## config.mk

```make
export PLATFORM = sky130hd
export DESIGN_NAME = rpm_shift_light_strobe
export DESIGN_NICKNAME = d
export VERILOG_FILES = /design/src/design/rsls_pkg.sv /design/src/design/rsls_div.sv /design/src/design/rpm_shift_light_strobe.sv
export VERILOG_INCLUDE_DIRS = /design/src /design/src/design
export SDC_FILE = /design/constraint.sdc
export NUM_CORES = 1
export LEC_CHECK = 0
export BUFFER_PORTS_ARGS = -buffer_cell sky130_fd_sc_hd__buf_2
export CAP_MARGIN = 40
export CORE_MARGIN = 10
export CORE_UTILIZATION = 50
export CTS_CLUSTER_DIAMETER = 80
export DETAILED_ROUTE_END_ITERATION = 10
export GPL_TIMING_DRIVEN = 0
export PLACE_DENSITY_LB_ADDON = 0.25
export SLEW_MARGIN = 20
export SYNTH_ARGS = -nofsm -noshare
export SYNTH_HDL_FRONTEND = slang
export SYNTH_SLANG_ARGS = --single-unit
```

## constraint.sdc

```tcl
create_clock -name clk -period 12.9 [get_ports clk]
set_input_delay 0.645 -clock clk [delete_from_list [all_inputs] [get_ports clk]]
set_output_delay 0.645 -clock clk [all_outputs]
set_load 0.01 [all_outputs]
```

## src/design/assert_macros.svh

```systemverilog
// Assertion macros for the design files, included by rpm_shift_light_strobe.sv.
`ifndef ASSERT_MACROS_SVH
`define ASSERT_MACROS_SVH

// Property that must hold at every clock edge outside reset.
`define ASSERT_ALWAYS(lbl, prop) \
	lbl: assert property (@(posedge clk) disable iff (!arst_n) (prop)) \
		else $error("assertion failed");

// Antecedent at one edge implies consequent at the next edge.
`define ASSERT_NEXT(lbl, ante, cons) \
	lbl: assert property (@(posedge clk) disable iff (!arst_n) (ante) |=> (cons)) \
		else $error("assertion failed");

`endif

```

## src/design/rsls_pkg.sv

```systemverilog
// Types and constants of the shift-light strobe block.
package rsls_pkg;

	localparam int RPM_W = 14;
	localparam int TIME_W = 32;
	localparam int DIVR_W = 12;   // rpm - 5500 for rpm in 6000..8000
	localparam int QUO_W = 8;     // period is at most 250 ms
	localparam int DIVD_W = 17;   // width of the numerator 125000
	localparam int CNT_W = 5;

	localparam logic [DIVD_W-1:0] PERIOD_NUM = 17'd125000;
	localparam logic [CNT_W-1:0] DIV_STEPS = 5'd17;

	localparam logic [RPM_W-1:0] STROBE_ON_RPM = 14'd6000;
	localparam logic [RPM_W-1:0] STROBE_TOP_RPM = 14'd8000;
	localparam logic [RPM_W-1:0] STROBE_BASE_RPM = 14'd5500;
	localparam logic [QUO_W-1:0] TOP_PERIOD_MS = 8'd50;

	localparam logic [RPM_W-1:0] ALL_RED_ON_RST = 14'd7500;
	localparam logic [RPM_W-1:0] ALL_RED_OFF_RST = 14'd7300;

	localparam int ADDR_W = 3;
	localparam int DATA_W = 32;

	// register index, taken from paddr[2]
	localparam logic REG_ALL_RED_ON = 1'b0;
	localparam logic REG_ALL_RED_OFF = 1'b1;

	typedef struct packed {
		logic [RPM_W-1:0] engine_rpm;
		logic [TIME_W-1:0] now_ms;
	} upd_t;

	typedef struct packed {
		logic all_red;
		logic strobe_active;
		logic flash_on;
	} res_t;

	typedef enum logic [2:0] {
		ST_IDLE = 3'b001,
		ST_DIV = 3'b010,
		ST_CMT = 3'b100
	} state_t;

endpackage

```

## src/design/rsls_div.sv

```systemverilog
// Bit-serial restoring divider: 125000 / divisor, one quotient bit per cycle.
module rsls_div (
	input logic clk,
	input logic arst_n,
	input logic start,
	input logic [rsls_pkg::DIVR_W-1:0] divisor,
	output logic done,
	output logic [rsls_pkg::QUO_W-1:0] quotient
);

	logic [rsls_pkg::CNT_W-1:0] cnt_q;
	logic done_q;
	logic [rsls_pkg::DIVR_W-1:0] divr_q;
	logic [rsls_pkg::DIVR_W-1:0] rem_q;
	logic [rsls_pkg::DIVD_W-1:0] quo_q;   // dividend bits shift out, quotient bits shift in
	logic [rsls_pkg::DIVR_W:0] trial;
	logic [rsls_pkg::DIVR_W-1:0] diff;
	logic fits;

	assign trial = {rem_q, quo_q[rsls_pkg::DIVD_W-1]};
	assign fits = trial >= {1'b0, divr_q};
	assign diff = trial[rsls_pkg::DIVR_W-1:0] - divr_q;

	always_ff @(posedge clk or negedge arst_n) begin
		if (!arst_n) begin
			cnt_q <= '0;
			done_q <= 1'b0;
		end else begin
			done_q <= 1'b0;
			if (start) begin
				cnt_q <= rsls_pkg::DIV_STEPS;
			end else if (cnt_q != '0) begin
				cnt_q <= cnt_q - rsls_pkg::CNT_W'(1);
				if (cnt_q == rsls_pkg::CNT_W'(1)) begin
					done_q <= 1'b1;
				end
			end
		end
	end

	always_ff @(posedge clk) begin
		if (start) begin
			divr_q <= divisor;
			rem_q <= '0;
			quo_q <= rsls_pkg::PERIOD_NUM;
		end else if (cnt_q != '0) begin
			// remainder stays below the divisor, so the difference fits
			rem_q <= fits ? diff : trial[rsls_pkg::DIVR_W-1:0];
			quo_q <= {quo_q[rsls_pkg::DIVD_W-2:0], fits};
		end
	end

	assign done = done_q;
	assign quotient = quo_q[rsls_pkg::QUO_W-1:0];

endmodule

```

## src/design/rpm_shift_light_strobe.sv

```systemverilog
// Shift-light strobe controller: all-red hysteresis and strobe flash phase.
// Path: an accepted item passes through ST_DIV (17 divider steps) and then ST_CMT for
// rpm 6000..8000, otherwise straight to ST_CMT. One item in flight at a time.
// No new item is accepted until the current one has committed its result.
// A waiting result does not block the next accept.
// Reset: thresholds 7500/7300, all-red clear, flash on, toggle time zero.
`include "assert_macros.svh"

module rpm_shift_light_strobe (
	input logic clk,
	input logic arst_n,
	input logic upd_valid,
	output logic upd_ready,
	input rsls_pkg::upd_t upd,
	output logic res_valid,
	input logic res_ready,
	output rsls_pkg::res_t res,
	input logic psel,
	input logic penable,
	input logic pwrite,
	input logic [rsls_pkg::ADDR_W-1:0] paddr,
	input logic [rsls_pkg::DATA_W-1:0] pwdata,
	output logic [rsls_pkg::DATA_W-1:0] prdata,
	output logic pready
);

	rsls_pkg::state_t state_q;
	rsls_pkg::upd_t upd_q;
	rsls_pkg::res_t res_q;
	logic res_valid_q;

	logic [rsls_pkg::RPM_W-1:0] on_rpm_q;
	logic [rsls_pkg::RPM_W-1:0] off_rpm_q;
	logic red_q;
	logic flash_q;
	logic [rsls_pkg::TIME_W-1:0] last_q;

	logic accept;
	logic need_div;
	logic [rsls_pkg::DIVR_W-1:0] rpm_off;
	logic div_done;
	logic [rsls_pkg::QUO_W-1:0] quotient;
	logic commit;
	logic strobe;
	logic red_set;
	logic red_nxt;
	logic [rsls_pkg::QUO_W-1:0] period;
	logic [rsls_pkg::TIME_W-1:0] elapsed;
	logic toggle;
	logic flash_nxt;

	// APB registers
	assign pready = 1'b1;

	always_ff @(posedge clk or negedge arst_n) begin
		if (!arst_n) begin
			on_rpm_q <= rsls_pkg::ALL_RED_ON_RST;
			off_rpm_q <= rsls_pkg::ALL_RED_OFF_RST;
		end else if (psel && penable && pwrite) begin
			unique case (paddr[2])
				rsls_pkg::REG_ALL_RED_ON: on_rpm_q <= pwdata[rsls_pkg::RPM_W-1:0];
				rsls_pkg::REG_ALL_RED_OFF: off_rpm_q <= pwdata[rsls_pkg::RPM_W-1:0];
				default: ;
			endcase
		end
	end

	always_comb begin
		unique case (paddr[2])
			rsls_pkg::REG_ALL_RED_ON:
				prdata = {{(rsls_pkg::DATA_W-rsls_pkg::RPM_W){1'b0}}, on_rpm_q};
			rsls_pkg::REG_ALL_RED_OFF:
				prdata = {{(rsls_pkg::DATA_W-rsls_pkg::RPM_W){1'b0}}, off_rpm_q};
			default: prdata = '0;
		endcase
	end

	// input side
	assign upd_ready = (state_q == rsls_pkg::ST_IDLE);
	assign accept = upd_valid && upd_ready;
	assign need_div = (upd.engine_rpm >= rsls_pkg::STROBE_ON_RPM) &&
		(upd.engine_rpm <= rsls_pkg::STROBE_TOP_RPM);
	// offset is at most 2500 whenever the divider starts
	assign rpm_off = rsls_pkg::DIVR_W'(upd.engine_rpm - rsls_pkg::STROBE_BASE_RPM);

	rsls_div u_div (
		.clk(clk),
		.arst_n(arst_n),
		.start(accept && need_div),
		.divisor(rpm_off),
		.done(div_done),
		.quotient(quotient)
	);

	// update of the stored state, applied when the result slot is free
	assign commit = (state_q == rsls_pkg::ST_CMT) && (!res_valid_q || res_ready);
	assign strobe = upd_q.engine_rpm >= rsls_pkg::STROBE_ON_RPM;
	assign red_set = red_q || (upd_q.engine_rpm >= on_rpm_q);
	// clear test runs on the already updated flag
	assign red_nxt = red_set && !(upd_q.engine_rpm < off_rpm_q);
	assign period = (upd_q.engine_rpm > rsls_pkg::STROBE_TOP_RPM) ?
		rsls_pkg::TOP_PERIOD_MS : quotient;
	assign elapsed = upd_q.now_ms - last_q;
	assign toggle = strobe &&
		(elapsed >= {{(rsls_pkg::TIME_W-rsls_pkg::QUO_W){1'b0}}, period});
	assign flash_nxt = strobe ? (flash_q ^ toggle) : 1'b1;

	always_ff @(posedge clk or negedge arst_n) begin
		if (!arst_n) begin
			state_q <= rsls_pkg::ST_IDLE;
			res_valid_q <= 1'b0;
			red_q <= 1'b0;
			flash_q <= 1'b1;
			last_q <= '0;
		end else begin
			if (res_valid_q && res_ready) begin
				res_valid_q <= 1'b0;
			end
			unique case (state_q)
				rsls_pkg::ST_IDLE: begin
					if (accept) begin
						state_q <= need_div ? rsls_pkg::ST_DIV : rsls_pkg::ST_CMT;
					end
				end
				rsls_pkg::ST_DIV: begin
					if (div_done) begin
						state_q <= rsls_pkg::ST_CMT;
					end
				end
				rsls_pkg::ST_CMT: begin
					if (commit) begin
						state_q <= rsls_pkg::ST_IDLE;
						res_valid_q <= 1'b1;
						red_q <= red_nxt;
						flash_q <= flash_nxt;
						if (toggle) begin
							last_q <= upd_q.now_ms;
						end
					end
				end
				default: state_q <= rsls_pkg::ST_IDLE;
			endcase
		end
	end

	always_ff @(posedge clk) begin
		if (accept) begin
			upd_q <= upd;
		end
		if (commit) begin
			res_q.all_red <= red_nxt;
			res_q.strobe_active <= strobe;
			res_q.flash_on <= flash_nxt;
		end
	end

	assign res_valid = res_valid_q;
	assign res = res_q;

	`ASSERT_NEXT(a_accept_leaves_idle, accept, state_q != rsls_pkg::ST_IDLE)
	`ASSERT_ALWAYS(a_done_in_div, !div_done || (state_q == rsls_pkg::ST_DIV))
	`ASSERT_ALWAYS(a_idle_strobe_lit, !res_valid || res.strobe_active || res.flash_on)
	`ASSERT_ALWAYS(a_res_from_commit, !$rose(res_valid) || $past(state_q == rsls_pkg::ST_CMT))

endmodule

```

==> flow_summary.ini <==
[run_status]
status = completed

[worst_setup_path]
reg2reg_depth = 21
reg2reg_to = last_q[13]
r2r_setup_slack_ps = 7720
critPathKind = reg2reg
cp_max_fo = 10
required_ps = 13200
worst_ep_arrival_time_ps = 5490
startpoint = upd_q[0]
worst_setup_path_end_kind = register
worstSetupStartpointType = register
crit_end = last_q[13]
regToRegStartpoint = upd_q[0]

[clocking]
clk_transition_reported_paths_ps = 70
cts_buffers = 17
cts_resized = 0
tritoncts = built
cts_max_level = 4
cts_sinks = 162
cts_root_buf = clkbuf_16
cts_hold_buf = 0
clk_latency_ps = 430
post_cts_buffers = 0
clk_path_buf_depth = 2

[logic_synthesis]
yosys_warnings = 0
async_reset_ff_share_pct = 44.4
synth_edf_count = 61
synthTopCellsByArea = edfxtp_1 18%, dfrtp_1 15%, ha_1 10%
synth_common_cells = 108 x nand2_1, 92 x inv_1, 83 x ha_1, 69 x a21oi_1, 61 x edfxtp_1
synth_seq_cells = 162
syn_inst = 993
synth_cell_types = 74
synthesis.area_um2 = 10000
ys.flop_type = edfxtp_1
synth_top_area_share_pct = 18.3
synth_top_cell_by_area = edfxtp_1
synth_seq_area_share_pct = 42.3
yosysMostFrequentCell = nand2_1
syn_area_per_cell_um2 = 10.1

[drt]
wl_mm = 22.0
drt_iter0_drc = 391
route.antenna.remaining_nets = 0
via_per_inst = 5.36
dr.pass1.iters = 5
dr_total_vias = 7494
wl_per_cell_um = 15.7
drc = 0

[placed_design]
gp_congestion = 0.893
place_area_um2 = 10900
place_inst = 1364
hpwlAfterDp_mm = 16.7
io_buffer_count = 86

[final_layout]
post-route-util_pct = 58.5
drive_above_1_share_pct = 21.5
final_cells = 1397
final_cell_area_um2 = 11500
nNetsFinal = 1291
areaGrowthSynthToFinish_pct = 14.5

[grt]
grt_antenna_before_repair = 1
grt_max_degree = 49
grt_usage_pct = 17.0
grt_overflow_total = 0
grt_pass1_vias = 7596
grt_pass1_wl_mm = 36.8

[timing]
grt_setup_unrepaired = no
tns_ps = 0
setup_viol = 0
fmax_mhz = 193
finalHoldViolations = 0
finClkSkew_ps = 13.1
slew_headroom_pct = 51.0
finalCritPeriodShare_pct = 40.2
slew_violations = 0
fin_crit_ps = 5180
worstMarginPinSlew_ps = 725

[floorplanning]
num_io_pins = 126
die_y_um = 161
fp.dieW_um = 161
coreArea_um2 = 19600
rows = 51
initial_utilization_pct = 51.0
die_area_um2 = 26100

[pwr]
p_per_area_nw_per_um2 = 235
p_leak_nw = 5.29
peakVddDrop_mv = 0.156
power_mw = 2.69

[job]
cap_violations = 0

[worst_hold_path]
min_path_type = in2async
critical path, cell delays in order (launching register included):
cell	delay (ps)
edfxtp_1	380
inv_1	70
ha_1	150
inv_1	50
fa_1	410
a21o_1	220
a31o_2	260
a21oi_1	180
xnor2_1	150
ha_1	260
a21o_1	220
a221o_1	300
nor4_1	220
o221ai_1	140
or4_1	540
nor4_2	190
nand4_1	150
nor4_2	220
nand4_2	210
nand3_4	240
buf_12	180
mux2_4	300
routing by layer:
layer	vias to the layer above	track usage, %	routed length, µm
li1	3764	-	-
met1	3579	21.9	10300
met2	134	28.3	10500
met3	17	4.32	1070
met4	0	3.31	159
met5	-	0	0
power breakdown:
part	switching (mW)	internal [mW]	total [mW]
registers	0.113	0.726	0.839
clock network	0.211	0.283	0.494
logic	0.750	0.605	1.36
cell usage in the layout, fill, tap and decap left out, drive strengths merged, types with 4 or more instances in the layout:
cell and instances:
a21oi 70, nor4 9, o21bai 8, a31oi 15, edfxtp 61, clkinv 4
conb 19, a211oi 13, nor3 11, o211ai 9, o21ai 52, mux2 66
nor2b 11, or3 5, dfstp 14, nand4 9, nand3 31, and3 9
clkbuf 49, nor2 32, xnor2 22, buf 115, dfrtp 58, mux2i 4
o21a 6, dfxtp 29, nand2 108, and2 5, o31ai 6, nand2b 14
xor2 12, or4 5, ha 83, inv 97, a21o 30
metrics by stage:
| stage | hold WS (ps) | worst slack, ps |
|---|---|---|
| 5_1_grt | 208 | 7420 |
| 3_5_place_dp | 450 | 7750 |
| 3_3_place_gp | 441 | 7770 |
| 2_1_floorplan | 349 | 8310 |
| 4_1_cts | 190 | 7710 |
| 6_report | 181 | 7720 |
worst min-delay path by stage:
stage / from / to / slack, ps / depth (start not counted)
after floorplan: arst_n / last_q[0] / 350 / 0
after global placement: u_div.quo_q[9] / u_div.quo_q[9] / 440 / 2
after detailed placement: u_div.quo_q[9] / u_div.quo_q[9] / 450 / 2
after CTS: arst_n / last_q[0] / 190 / 1
after global routing: arst_n / last_q[0] / 210 / 1
final: arst_n / last_q[0] / 180 / 1
kinds of logic (layout without fill, tap and decap cells):
logic type	count (synthesis)	after routing	synth area share, %
buf+inv	144	265	6.64
other cells	2	20	0.0751
compound gates	238	238	15.5
mux	70	70	8.92
flops	162	162	42.3
xor+xnor	34	34	2.98
simple gates	258	258	12.7
fa+ha+maj	85	85	10.8
area by class of cell:
cell class	count	area, µm²
fill	1680	8140
inverter	93	349
buffer	51	315
sequential	162	4230
clock buffer	24	514
clock inverter	8	63.8
antenna	1	2.50
multi-input combinational	704	5170
timing repair buffer	89	475
tap	265	332
state kept, by name, summed over array words and instances (netlist names), 3 cells and up:
signal	flops
on_rpm_q	14
state_q	3
u_div.rem_q	12
res	3
off_rpm_q	14
last_q	32
u_div.divr_q	12
u_div.quo_q	17
upd_q	46
u_div.cnt_q	5
No activity file was read; power rests on OpenSTA's default activity.
